[src/rfcm_pkg.sv]
`default_nettype none
// ----------------------------------------------------------------------------
// rfcm_pkg: shared constants and helpers for the reader frame checker
// Frame codes, store geometry, card register indexes and reset values, and
// the ASCII hex digit decoder.
// ----------------------------------------------------------------------------
package rfcm_pkg;

	// Frame delimiters.
	localparam logic [7:0] STX_CODE = 8'h02;
	localparam logic [7:0] ETX_CODE = 8'h03;

	// Frame store geometry: fifteen bytes, write index wraps after the last.
	localparam int STORE_DEPTH = 15;
	localparam int IDX_W = $clog2(STORE_DEPTH);
	localparam logic [IDX_W-1:0] LAST_POS = IDX_W'(STORE_DEPTH - 1);

	// Number bytes in a frame and the position of the checksum digits.
	localparam int NUM_BYTES = 5;
	localparam int SUM_POS = 2 * NUM_BYTES + 1;
	localparam int NUM_W = 8 * NUM_BYTES;

	// Card registers: compared slots and configurable ones.
	localparam int CARD_SLOTS = 4;
	localparam int CFG_REGS = 4;
	localparam int CFG_IDX_W = 3;

	// Configuration register indexes.
	localparam logic [CFG_IDX_W-1:0] REG_CARD_0 = 3'd0;
	localparam logic [CFG_IDX_W-1:0] REG_CARD_1 = 3'd1;
	localparam logic [CFG_IDX_W-1:0] REG_CARD_2 = 3'd2;
	localparam logic [CFG_IDX_W-1:0] REG_CARD_3 = 3'd3;

	typedef logic [NUM_W-1:0] card_t;

	// Reset value of a card slot; slots without a register stay at zero.
	function automatic card_t card_reset(input logic [CFG_IDX_W-1:0] idx);
		card_t v;
		case (idx)
			REG_CARD_0: v = 40'h2200B28663;
			REG_CARD_1: v = 40'h2200B276C7;
			REG_CARD_2: v = 40'h07005437A7;
			REG_CARD_3: v = 40'h07005437A5;
			default:    v = '0;
		endcase
		return v;
	endfunction

	// Value of one ASCII hex digit; anything other than 0-9 or A-F gives zero.
	function automatic logic [3:0] hex_val(input logic [7:0] c);
		logic [3:0] v;
		v = 4'h0;
		if (c inside {[8'h30:8'h39]}) begin
			v = c[3:0];
		end else if (c inside {[8'h41:8'h46]}) begin
			v = 4'(c - 8'h37);
		end
		return v;
	endfunction

endpackage
`default_nettype wire

[src/rfid_frame_check_and_match.sv]
`default_nettype none
// ----------------------------------------------------------------------------
// rfid_frame_check_and_match: serial reader frame parser and card matcher
// Collects STX, ten number digits, two checksum digits and ETX into a
// wrapping frame store, and on ETX reports the card number, its checksum
// status and the first card register that holds the same number.
// ----------------------------------------------------------------------------
//
//  Channel | Handshake             | Payload
//  --------+-----------------------+-----------------------------------------
//  input   | in_valid / in_ready   | rx_byte
//  result  | out_valid / out_ready | card_number, sent_checksum,
//          |                       | checksum_ok, card_found, card_index
//  config  | cfg_valid / cfg_ready | cfg_index, cfg_data
//
// One byte is accepted in every cycle unless the input stalls. The byte in
// the input register drives the store update, hex decode, checksum and the
// parallel card compares; its result is registered in the output register
// when the byte moves on. Reset clears the store, the index, the receiving
// flag and loads the card reset values. The input stalls only while a
// result waits in the output register and the byte in the input register
// would make another. Configuration writes are always taken.

module rfid_frame_check_and_match
	import rfcm_pkg::*;
(
	input  wire logic                 clk,
	input  wire logic                 arst_n,
	input  wire logic                 in_valid,
	output logic                      in_ready,
	input  wire logic [7:0]           rx_byte,
	output logic                      out_valid,
	input  wire logic                 out_ready,
	output logic [NUM_W-1:0]          card_number,
	output logic [7:0]                sent_checksum,
	output logic                      checksum_ok,
	output logic                      card_found,
	output logic [1:0]                card_index,
	input  wire logic                 cfg_valid,
	output logic                      cfg_ready,
	input  wire logic [CFG_IDX_W-1:0] cfg_index,
	input  wire logic [NUM_W-1:0]     cfg_data
);

	// Input register.
	logic              valid_s1;
	logic [7:0]        byte_s1;

	// Frame state and card registers.
	logic [7:0]        store_q [STORE_DEPTH];
	logic [IDX_W-1:0]  widx_q;
	logic              recv_q;
	card_t             cards_q [CARD_SLOTS];

	// Output register.
	logic              out_valid_q;
	card_t             number_q;
	logic [7:0]        sum_q;
	logic              ok_q;
	logic              found_q;
	logic [1:0]        index_q;

	// Combinational view of the byte in the input register.
	logic              is_stx;
	logic              recv_eff;
	logic [IDX_W-1:0]  widx_eff;
	logic [IDX_W-1:0]  widx_nxt;
	logic              emit;
	logic              advance;
	logic [7:0]        view [STORE_DEPTH];
	card_t             number_d;
	logic [7:0]        xsum_d;
	logic [7:0]        sum_d;
	logic              found_d;
	logic [1:0]        index_d;

	// Store update for the byte in the input register.
	always_comb begin
		is_stx   = (byte_s1 == STX_CODE);
		recv_eff = is_stx || recv_q;
		widx_eff = is_stx ? '0 : widx_q;
		if (recv_eff) begin
			widx_nxt = (widx_eff == LAST_POS) ? '0 : widx_eff + IDX_W'(1);
		end else begin
			widx_nxt = widx_q;
		end
		emit = (byte_s1 == ETX_CODE) && (widx_nxt != '0);
		for (int i = 0; i < STORE_DEPTH; i++) begin
			view[i] = (recv_eff && (widx_eff == IDX_W'(i))) ? byte_s1 : store_q[i];
		end
	end

	// Hex decode of the number, checksum and byte XOR from the updated store.
	always_comb begin
		number_d = '0;
		xsum_d   = '0;
		for (int i = 0; i < NUM_BYTES; i++) begin
			number_d = {number_d[NUM_W-9:0],
				hex_val(view[2*i+1]), hex_val(view[2*i+2])};
			xsum_d   = xsum_d ^ {hex_val(view[2*i+1]), hex_val(view[2*i+2])};
		end
		sum_d = {hex_val(view[SUM_POS]), hex_val(view[SUM_POS+1])};
	end

	// Card compares; the lowest matching slot wins.
	always_comb begin
		found_d = 1'b0;
		index_d = 2'd0;
		for (int i = CARD_SLOTS - 1; i >= 0; i--) begin
			if (cards_q[i] == number_d) begin
				found_d = 1'b1;
				index_d = 2'(i);
			end
		end
	end

	// Handshake: the input register moves on unless its result is blocked.
	assign advance   = valid_s1 && (!out_valid_q || out_ready || !emit);
	assign in_ready  = !valid_s1 || advance;
	assign cfg_ready = 1'b1;

	// Input register.
	always_ff @(posedge clk or negedge arst_n) begin
		if (!arst_n) begin
			valid_s1 <= 1'b0;
		end else if (in_ready) begin
			valid_s1 <= in_valid;
		end
	end

	always_ff @(posedge clk) begin
		if (in_valid && in_ready) begin
			byte_s1 <= rx_byte;
		end
	end

	// Frame state update.
	always_ff @(posedge clk or negedge arst_n) begin
		if (!arst_n) begin
			widx_q <= '0;
			recv_q <= 1'b0;
			for (int i = 0; i < STORE_DEPTH; i++) begin
				store_q[i] <= '0;
			end
		end else if (advance) begin
			widx_q <= widx_nxt;
			recv_q <= recv_eff && !emit;
			if (recv_eff) begin
				store_q[widx_eff] <= byte_s1;
			end
		end
	end

	// Card registers; slots without a register hold their reset value.
	always_ff @(posedge clk or negedge arst_n) begin
		if (!arst_n) begin
			for (int i = 0; i < CARD_SLOTS; i++) begin
				cards_q[i] <= card_reset(CFG_IDX_W'(i));
			end
		end else if (cfg_valid) begin
			for (int i = 0; i < CARD_SLOTS; i++) begin
				if (i < CFG_REGS && cfg_index == CFG_IDX_W'(i)) begin
					cards_q[i] <= cfg_data;
				end
			end
		end
	end

	// Output register.
	always_ff @(posedge clk or negedge arst_n) begin
		if (!arst_n) begin
			out_valid_q <= 1'b0;
		end else if (advance && emit) begin
			out_valid_q <= 1'b1;
		end else if (out_ready) begin
			out_valid_q <= 1'b0;
		end
	end

	always_ff @(posedge clk) begin
		if (advance && emit) begin
			number_q <= number_d;
			sum_q    <= sum_d;
			ok_q     <= (sum_d == xsum_d) && (sum_d != 8'h00);
			found_q  <= found_d;
			index_q  <= index_d;
		end
	end

	assign out_valid     = out_valid_q;
	assign card_number   = number_q;
	assign sent_checksum = sum_q;
	assign checksum_ok   = ok_q;
	assign card_found    = found_q;
	assign card_index    = index_q;

endmodule
`default_nettype wire

[config.mk]
export PLATFORM = sky130hd
export DESIGN_NAME = rfid_frame_check_and_match
export DESIGN_NICKNAME = d
export VERILOG_FILES = /design/src/rfcm_pkg.sv /design/src/rfid_frame_check_and_match.sv
export SDC_FILE = /design/constraint.sdc
export NUM_CORES = 1
export LEC_CHECK = 0
export BUFFER_PORTS_ARGS = -buffer_cell sky130_fd_sc_hd__buf_2
export CORE_MARGIN = 1
export CORE_UTILIZATION = 25
export CTS_CLUSTER_DIAMETER = 80
export DETAILED_ROUTE_END_ITERATION = 12
export MAX_ROUTING_LAYER = met4
export PLACE_DENSITY_LB_ADDON = 0.08
export SYNTH_ARGS = -nofsm -noshare
export SYNTH_HDL_FRONTEND = slang
export SYNTH_SLANG_ARGS = --single-unit
export TNS_END_PERCENT = 100
[constraint.sdc]
create_clock -name clk -period 5.7 [get_ports clk]
set_input_delay 0.855 -clock clk [delete_from_list [all_inputs] [get_ports clk]]
set_output_delay 0.855 -clock clk [all_outputs]
set_load 0.01 [all_outputs]
==> results of run 1 <==
[layer usage]
layer,global-route usage (%),share of wire [%],wire length [um],up-vias
met5,-,0,0,-
met4,4.316,1.9,1423,0
met3,2.404,4.0,3028,85
met2,31.41,46,34850,312
met1,28.35,48,36950,7543
li1,-,-,-,6747
[final cells by class]
cell class / count / area share [%]
inverter: 71 / 1.157
clock inverter: 15 / 0.6463
multi-input combinational: 1226 / 43.41
tap: 969 / 5.263
sequential: 323 / 36.72
clock buffer: 67 / 5.725
timing repair buffer: 249 / 7.082
[per-stage QoR]
step | std cells | hold slack (ns) | setup slack, ns
after detailed placement | 2837 | 0.4744 | 0.07860
after global placement | 2837 | 0.4712 | 0.03802
after floorplan | 1701 | 0.4492 | 0.5380
after global routing | 2920 | 0.2229 | 0.006177
after CTS | 2919 | 0.2056 | 0.01473
final | 2920 | 0.2058 | 0.2180
[layout by cell type (no fill, tap or decap), types with 8 or more instances in the layout]
| cell | instances |
|---|---|
| sky130_fd_sc_hd__mux2_2 | 252 |
| sky130_fd_sc_hd__xor2_1 | 74 |
| sky130_fd_sc_hd__clkbuf_1 | 11 |
| sky130_fd_sc_hd__nand3b_1 | 8 |
| sky130_fd_sc_hd__nor2_1 | 70 |
| sky130_fd_sc_hd__o21bai_1 | 14 |
| sky130_fd_sc_hd__buf_4 | 138 |
| sky130_fd_sc_hd__dfrtp_1 | 203 |
| sky130_fd_sc_hd__o21ai_0 | 51 |
| sky130_fd_sc_hd__nor2b_1 | 8 |
| sky130_fd_sc_hd__nand3_1 | 43 |
| sky130_fd_sc_hd__buf_2 | 108 |
| sky130_fd_sc_hd__nor4b_1 | 10 |
| sky130_fd_sc_hd__a22oi_1 | 9 |
| sky130_fd_sc_hd__nand2_1 | 82 |
| sky130_fd_sc_hd__a211oi_1 | 25 |
| sky130_fd_sc_hd__a21oi_1 | 43 |
| sky130_fd_sc_hd__nor4_1 | 20 |
| sky130_fd_sc_hd__a21boi_0 | 13 |
| sky130_fd_sc_hd__ha_1 | 35 |
| sky130_fd_sc_hd__inv_1 | 71 |
| sky130_fd_sc_hd__a31oi_1 | 12 |
| sky130_fd_sc_hd__o21a_1 | 12 |
| sky130_fd_sc_hd__dfstp_2 | 60 |
| sky130_fd_sc_hd__o2111ai_1 | 12 |
| sky130_fd_sc_hd__o22ai_1 | 14 |
| sky130_fd_sc_hd__a32oi_1 | 8 |
| sky130_fd_sc_hd__nand2b_1 | 15 |
| sky130_fd_sc_hd__xnor2_1 | 103 |
| sky130_fd_sc_hd__or2_2 | 10 |
| sky130_fd_sc_hd__nor3_1 | 26 |
| sky130_fd_sc_hd__clkbuf_16 | 45 |
| sky130_fd_sc_hd__or3_1 | 10 |
| sky130_fd_sc_hd__and3_1 | 11 |
| sky130_fd_sc_hd__nand4_1 | 31 |
| sky130_fd_sc_hd__clkbuf_8 | 11 |
| sky130_fd_sc_hd__edfxtp_1 | 60 |
| sky130_fd_sc_hd__o211ai_1 | 17 |
| sky130_fd_sc_hd__mux2i_1 | 23 |
[power by group]
part           switching, mW  internal [mW]
logic                   2.84           2.12
registers              0.582           3.05
clock network           1.14           1.66
[critical path, cell delays in order (launching register included)]
cell and delay, ns:
sky130_fd_sc_hd__edfxtp_1 0.51, sky130_fd_sc_hd__or4b_2 0.83, sky130_fd_sc_hd__o211ai_1 0.29, sky130_fd_sc_hd__buf_4 0.15, sky130_fd_sc_hd__a22o_1 0.21, sky130_fd_sc_hd__inv_1 0.06, sky130_fd_sc_hd__ha_1 0.21, sky130_fd_sc_hd__buf_4 0.15
sky130_fd_sc_hd__o21bai_1 0.13, sky130_fd_sc_hd__a211oi_1 0.12, sky130_fd_sc_hd__a221o_2 0.54, sky130_fd_sc_hd__xor2_1 0.22, sky130_fd_sc_hd__nor4_1 0.40, sky130_fd_sc_hd__buf_4 0.17, sky130_fd_sc_hd__nand4_1 0.15, sky130_fd_sc_hd__buf_4 0.20
sky130_fd_sc_hd__nor4_1 0.22, sky130_fd_sc_hd__buf_4 0.17, sky130_fd_sc_hd__and4_1 0.30, sky130_fd_sc_hd__o21ba_2 0.19
[state kept, by name, indices dropped and copies added (netlist names)]
register / flops
cards_q: 160
store_q: 96
card_number: 40
byte_s1: 8
sent_checksum: 8
widx_q: 4
card_index: 2
card_found: 1
checksum_ok: 1
out_valid: 1
recv_q: 1
valid_s1: 1
[final timing paths]
path | endpoint | depth (start not counted)
min in group clk | byte_s1[6] | 1
max in group asynchronous | cards_q[29] | 2
worst min register to register | store_q[17] | 2
worst min-delay path | store_q[44] | 1
worst max register to register | card_index[0] | 19
worst max-delay path | card_index[0] | 19
[what timing repair did]
item                                    4_1_cts  5_1_grt
setup buffers                                 0        1
endpoints found under the hold margin         0        0
gates resized for setup                       0       20
endpoints found under the setup margin        0        4
[kinds of logic (layout without fill, tap and decap cells)]
logic type | Yosys count | after routing | synth area share, %
compound gates | 316 | 316 | 12.31
xor+xnor | 178 | 178 | 8.312
fa+ha+maj | 36 | 36 | 2.380
buf+inv | 152 | 402 | 3.207
flops | 323 | 323 | 44.70
mux | 276 | 276 | 16.33
other cells | 1 | 1 | 0.01982
simple gates | 419 | 419 | 12.74
==> insert_results.sql, run 1 <==
INSERT INTO impl_metrics (metric_group, metric, value, unit) VALUES
('synth', 'yosys.cell_types.count', '100', ''),
('floorplan', 'die_x', '277.1', 'um'),
('setup_path', 'worst_setup_path_start_kind', 'flip-flop', ''),
('power_and_ir_drop', 'power', '11.40', 'mW'),
('routing', 'wl', '76250', 'um'),
('timing', 'finalCritPeriodShare', '96.18', '%'),
('power_and_ir_drop', 'leakagePower', '9.316', 'nW'),
('place', 'place.detailed.hpwl', '57610', 'um'),
('timing', 'final.setup.tns', '0', 'ns'),
('timing', 'rsz0062_at_grt', 'no', ''),
('setup_path', 'r2r_setup_slack', '0.22', 'ns'),
('setup_path', 'required', '6.04', 'ns'),
('global_routing', 'antenna_found_initial', '7', ''),
('timing', 'final_worst_path_period_need', '5.482', 'ns'),
('cells_and_area', 'postLayoutCoreUtil', '30.84', '%'),
('synth', 'synth_common_cells', 'sky130_fd_sc_hd__mux2_2 (252), sky130_fd_sc_hd__dfrtp_1 (203), sky130_fd_sc_hd__xnor2_1 (103)', ''),
('synth', 'synth_largest_area_cell', 'sky130_fd_sc_hd__dfrtp_1', ''),
('clock_tree', 'cts_inserted_buffers', '44', ''),
('timing', 'max_slew_violation_count', '0', ''),
('synth', 'syn_avg_cell_area', '11.12', 'um^2'),
('cells_and_area', 'insertedDiodeCount', '0', ''),
('synth', 'yosys_warnings', '0', ''),
('cells_and_area', 'area_delta_synth_final', '21.75', '%'),
('timing', 'worst-slew-pin-transition', '1.009', 'ns'),
('cells_and_area', 'sequential_cell_area', '0.008458', 'mm^2'),
('setup_path', 'worst_path_class_setup', 'reg -> reg', ''),
('outcome', 'status', 'finished, final reports clean', ''),
('setup_path', 'critical_register_to_register_path_startpoint', 'byte_s1[2]', ''),
('worst_hold_path', 'timing.hold.worst.class', 'in -> async', ''),
('floorplan', 'num_rows', '100', ''),
('cells_and_area', 'postLayoutCellArea', '0.02304', 'mm^2'),
('job', 'maxCapViolCount', '0', ''),
('place', 'port_buffers', '109', ''),
('setup_path', 'data_arrival_time_of_the_critical_path', '5.82', 'ns'),
('clock_tree', 'postCtsHoldBufs', '0', ''),
('global_routing', 'grt_pass1_wl', '110300', 'um'),
('clock_tree', 'ctsLongestPathBuffers', '3', ''),
('routing', 'drt-wirelength-per-cell', '26.11', 'um'),
('synth', 'asyncSetResetFlopFracSynth', '81.42', '%'),
('cells_and_area', 'multi_input_comb_area', '0.01000', 'mm^2'),
('place', 'postPlaceCellArea', '0.02148', 'mm^2'),
('routing', 'drt.antenna.violating_nets', '0', ''),
('floorplan', 'coreArea', '0.07470', 'mm^2'),
('clock_tree', 'cts_tree', 'built', ''),
('setup_path', 'setup.worst_path.start', 'byte_s1[2]', ''),
('cells_and_area', 'drive_above_1_share', '35.93', '%'),
('cells_and_area', 'fillCellCount', '7688', ''),
('clock_tree', 'ctsRootBufferMaster', 'sky130_fd_sc_hd__clkbuf_16', ''),
('setup_path', 'end_kind', 'flip-flop', ''),
('synth', 'synth_edf_count', '60', ''),
('global_routing', 'gr-total-overflow', '0', ''),
('power_and_ir_drop', 'ir_worst_vdd', '0.0002363', 'V'),
('synth', 'post_synth_inst_count', '1701', ''),
('synth', 'netlist.area_leader.share', '26.85', '%'),
('clock_tree', 'clock_sinks', '323', ''),
('clock_tree', 'insertion_delay', '0.60', 'ns'),
('synth', 'synth.area.top_cells', 'sky130_fd_sc_hd__dfrtp_1 (27%), sky130_fd_sc_hd__mux2_2 (15%), sky130_fd_sc_hd__edfxtp_1 (9.5%)', ''),
('synth', 'synth_area', '0.01892', 'mm^2'),
('clock_tree', 'clkTransAtPathRegs', '0.06', 'ns'),
('synth', 'syn_nets', '1793', ''),
('clock_tree', 'htreeDepth', '2', ''),
('floorplan', 'die_area', '0.07679', 'mm^2'),
('place', 'gpl.final_weighted_congestion', '0.8734', ''),
('routing', 'detailedRoute.firstIterationViolations', '984', ''),
('timing', 'max_slew_margin', '32.74', '%'),
('routing', 'drtPass1Iterations', '5', ''),
('floorplan', 'starting_density_of_the_core', '25.33', '%'),
('cells_and_area', 'nNetsFinal', '2007', ''),
('routing', 'route.detailed.drc', '0', ''),
('timing', 'final.setup_skew', '0.01987', 'ns'),
('synth', 'yosysSeqAreaShare', '44.70', '%');
Power figures use the tool's default switching activity.
==> run 2, diff against run 1 <==
--- a/config.mk
+++ b/config.mk
@@ -8,3 +8,3 @@
 export BUFFER_PORTS_ARGS = -buffer_cell sky130_fd_sc_hd__buf_2
-export CORE_MARGIN = 1
+export CORE_MARGIN = 10
 export CORE_UTILIZATION = 25
==> constraint.sdc (replaced) <==
create_clock -name clk -period 5.7 [get_ports clk]
set_input_delay 0.57 -clock clk [delete_from_list [all_inputs] [get_ports clk]]
set_output_delay 0.57 -clock clk [all_outputs]
set_load 0.01 [all_outputs]
==> insert_results.sql, run 2 (synthesis gave the netlist of run 1 again) <==
INSERT INTO impl_metrics (metric_group, metric, value, unit) VALUES
('outcome', 'status', 'complete, but fails checks', ''),
('outcome', 'violations', 'hold timing', ''),
('floorplan', 'die_x', '295.1', 'um'),
('clock_tree', 'postCtsHoldBufs', '0', ''),
('timing', 'maxClockFrequency', '187.8', 'MHz'),
('power_and_ir_drop', 'ir_worst_vdd', '0.0002114', 'V'),
('setup_path', 'critical_path_peak_fanout', '14', ''),
('floorplan', 'floorplan.io_pins', '111', ''),
('setup_path', 'worst_path_class_setup', 'reg -> reg', ''),
('global_routing', 'antenna_found_initial', '4', ''),
('routing', 'detailedRoute.firstIterationViolations', '887', ''),
('timing', 'final.setup_skew', '0.02870', 'ns'),
('cells_and_area', 'max_reg_flops', '160', ''),
('timing', 'max_slew_violation_count', '0', ''),
('cells_and_area', 'nNetsFinal', '1999', ''),
('routing', 'routed_via_density', '5.086', ''),
('cells_and_area', 'drive_above_1_share', '34.85', '%'),
('worst_hold_path', 'timing.hold.worst.class', 'in -> async', ''),
('routing', 'drt.antenna.violating_nets', '0', ''),
('timing', 'max_slew_margin', '35.12', '%'),
('setup_path', 'critical-path-slowest-cell', 'sky130_fd_sc_hd__or4_4', ''),
('power_and_ir_drop', 'power', '11.24', 'mW'),
('place', 'postPlaceCellArea', '0.02141', 'mm^2'),
('cells_and_area', 'mostFrequentLayoutCells', 'sky130_fd_sc_hd__mux2_2 (252), sky130_fd_sc_hd__dfrtp_1 (203), sky130_fd_sc_hd__buf_4 (133), sky130_fd_sc_hd__buf_2 (108), sky130_fd_sc_hd__xnor2_1 (103)', ''),
('global_routing', 'gr-total-overflow', '0', ''),
('power_and_ir_drop', 'leakagePower', '9.205', 'nW'),
('floorplan', 'starting_density_of_the_core', '25.33', '%'),
('timing', 'finalCritPeriodShare', '93.40', '%'),
('setup_path', 'worst_setup_path_start_kind', 'flip-flop', ''),
('power_and_ir_drop', 'power_density_normalized_to_cell_area', '492.8', 'mW/mm^2'),
('global_routing', 'grt_max_degree', '122', ''),
('cells_and_area', 'postLayoutCoreUtil', '30.54', '%'),
('routing', 'drt-wirelength-per-cell', '26.84', 'um'),
('setup_path', 'rr_worst_depth', '15', ''),
('timing', 'worst-slew-pin-transition', '0.9696', 'ns'),
('timing', 'rsz0062_at_grt', 'no', ''),
('setup_path', 'crit-reg2reg-capture', 'card_index[0]', ''),
('setup_path', 'data_arrival_time_of_the_critical_path', '5.78', 'ns'),
('place', 'port_buffers', '109', ''),
('routing', 'drtPass1Iterations', '5', ''),
('cells_and_area', 'postLayoutCellArea', '0.02281', 'mm^2'),
('job', 'maxCapViolCount', '0', ''),
('timing', 'timing_hold_violations_final', '5', ''),
('routing', 'num_vias', '14800', ''),
('setup_path', 'critical_register_to_register_path_startpoint', 'widx_q[3]', ''),
('place', 'gpl.final_weighted_congestion', '0.8805', ''),
('power_and_ir_drop', 'internal_power', '6.693', 'mW'),
('clock_tree', 'clock_sinks', '323', ''),
('routing', 'wl', '78110', 'um'),
('power_and_ir_drop', 'p_sw', '4.549', 'mW'),
('global_routing', 'grt_pass1_wl', '112900', 'um'),
('cells_and_area', 'regMostFlops', 'cards_q', ''),
('clock_tree', 'cts_inserted_buffers', '42', ''),
('floorplan', 'die_area', '0.08709', 'mm^2'),
('cells_and_area', 'final_common_cell', 'sky130_fd_sc_hd__mux2_2', ''),
('floorplan', 'coreArea', '0.07470', 'mm^2'),
('timing', 'final_worst_path_period_need', '5.324', 'ns'),
('clock_tree', 'htreeDepth', '2', ''),
('clock_tree', 'clkTransAtPathRegs', '0.06', 'ns'),
('power_and_ir_drop', 'clkPwrFrac', '23.7', '%'),
('floorplan', 'num_rows', '100', ''),
('cells_and_area', 'area_delta_synth_final', '20.55', '%'),
('setup_path', 'timing.critical_path.slowest_cell_delay', '0.55', 'ns'),
('place', 'place.detailed.hpwl', '59380', 'um'),
('setup_path', 'cp_cell_sequence', 'and3b_1, nand2_1, or2_2, nand2_1, a21boi_0, ha_1, or3b_2, and4b_1, mux2_2, and4_1, or4_1, or4_1, or4_4, a211oi_1, o21ba_2', ''),
('timing', 'worst_hold_slack', '-0.002910', 'ns'),
('global_routing', 'grt_usage', '18.28', '%'),
('power_and_ir_drop', 'logic_gate_share_of_total_power', '44.0', '%'),
('timing', 'finalSetupViolations', '0', ''),
('floorplan', 'fp.dieH', '295.1', 'um'),
('clock_tree', 'ctsRootBufferMaster', 'sky130_fd_sc_hd__clkbuf_16', ''),
('timing', 'final.setup.tns', '0', 'ns'),
('clock_tree', 'ctsLongestPathBuffers', '3', ''),
('clock_tree', 'insertion_delay', '0.59', 'ns'),
('power_and_ir_drop', 'power.share.switching', '40.47', '%'),
('power_and_ir_drop', 'power.sequential.fraction', '32.3', '%'),
('routing', 'route.detailed.drc', '0', ''),
('setup_path', 'required', '6.16', 'ns'),
('setup_path', 'end_kind', 'flip-flop', ''),
('setup_path', 'r2r_setup_slack', '0.38', 'ns'),
('global_routing', 'via_count_of_the_first_global_routing_pass', '15270', ''),
('setup_path', 'setup.worst_path.start', 'widx_q[3]', ''),
('clock_tree', 'cts_tree', 'built', '');
run 2: cell count changes in the layout (fill, tap and decap cells not counted), sizes merged:
cell and delta:
clkinv +5, buf -6, clkbuf -10, clkinvlp +2
diode +1, bufinv +2, inv -4
run 2: critical path, delay by kind of cell (launching register included):
family | cells | cell delay [ns]
AOI/OAI and AO/OA | 3 | 0.71
adders and majority gates | 1 | 0.30
DFF | 1 | 0.54
muxes | 1 | 0.29
and+or+nand+nor | 10 | 3.37
run 2: how the worst max path moves through the flow:
stage | cells after the start | to | slack (ns)
detailed placement | 17 | card_index[0] | -0.18
finish | 15 | card_index[0] | 0.38
CTS | 17 | card_index[0] | 0.08
floorplan | 17 | card_found | 0.54
global placement | 17 | card_index[0] | -0.45
global route | 19 | card_index[1] | 0.08
run 2: power by group through the flow:
stage	Sequential, mW	Clock, mW	Combinational, mW
after floorplan	3.43	0	3.21
after global placement	3.66	0	4.91
after global routing	3.72	2.84	5.37
after CTS	3.63	2.75	4.94
after detailed placement	3.67	0	4.91
final	3.64	2.66	4.95
run 2: layout make-up:
class                      count  area [um^2]
fill                        7640        51890
multi-input combinational   1226         9948
sequential                   323         8458
timing repair buffer         243         1574
tap                          969         1212
clock buffer                  57         1147
inverter                      71        266.5
clock inverter                20        201.4
antenna                        1        2.502
run 2: per-stage QoR:
step	worst slack (ns)	cells
6_report	0.3760	2910
2_1_floorplan	0.5380	1701
3_5_place_dp	-0.1773	2830
4_1_cts	0.08445	2907
5_1_grt	0.07946	2910
3_3_place_gp	-0.4463	2830
run 2: routing by layer:
layer	wire length [um]	global-route usage (%)
met3	3472	2.708
met2	35940	28.74
met1	37110	24.57
met5	0	-
met4	1583	4.222
run 2: what timing repair did:
item / 4_1_cts / 5_1_grt
resized for setup: 2 / 10
setup endpoints to repair: 3 / 3
pin swaps: 0 / 1
buffers inserted: 0 / 2
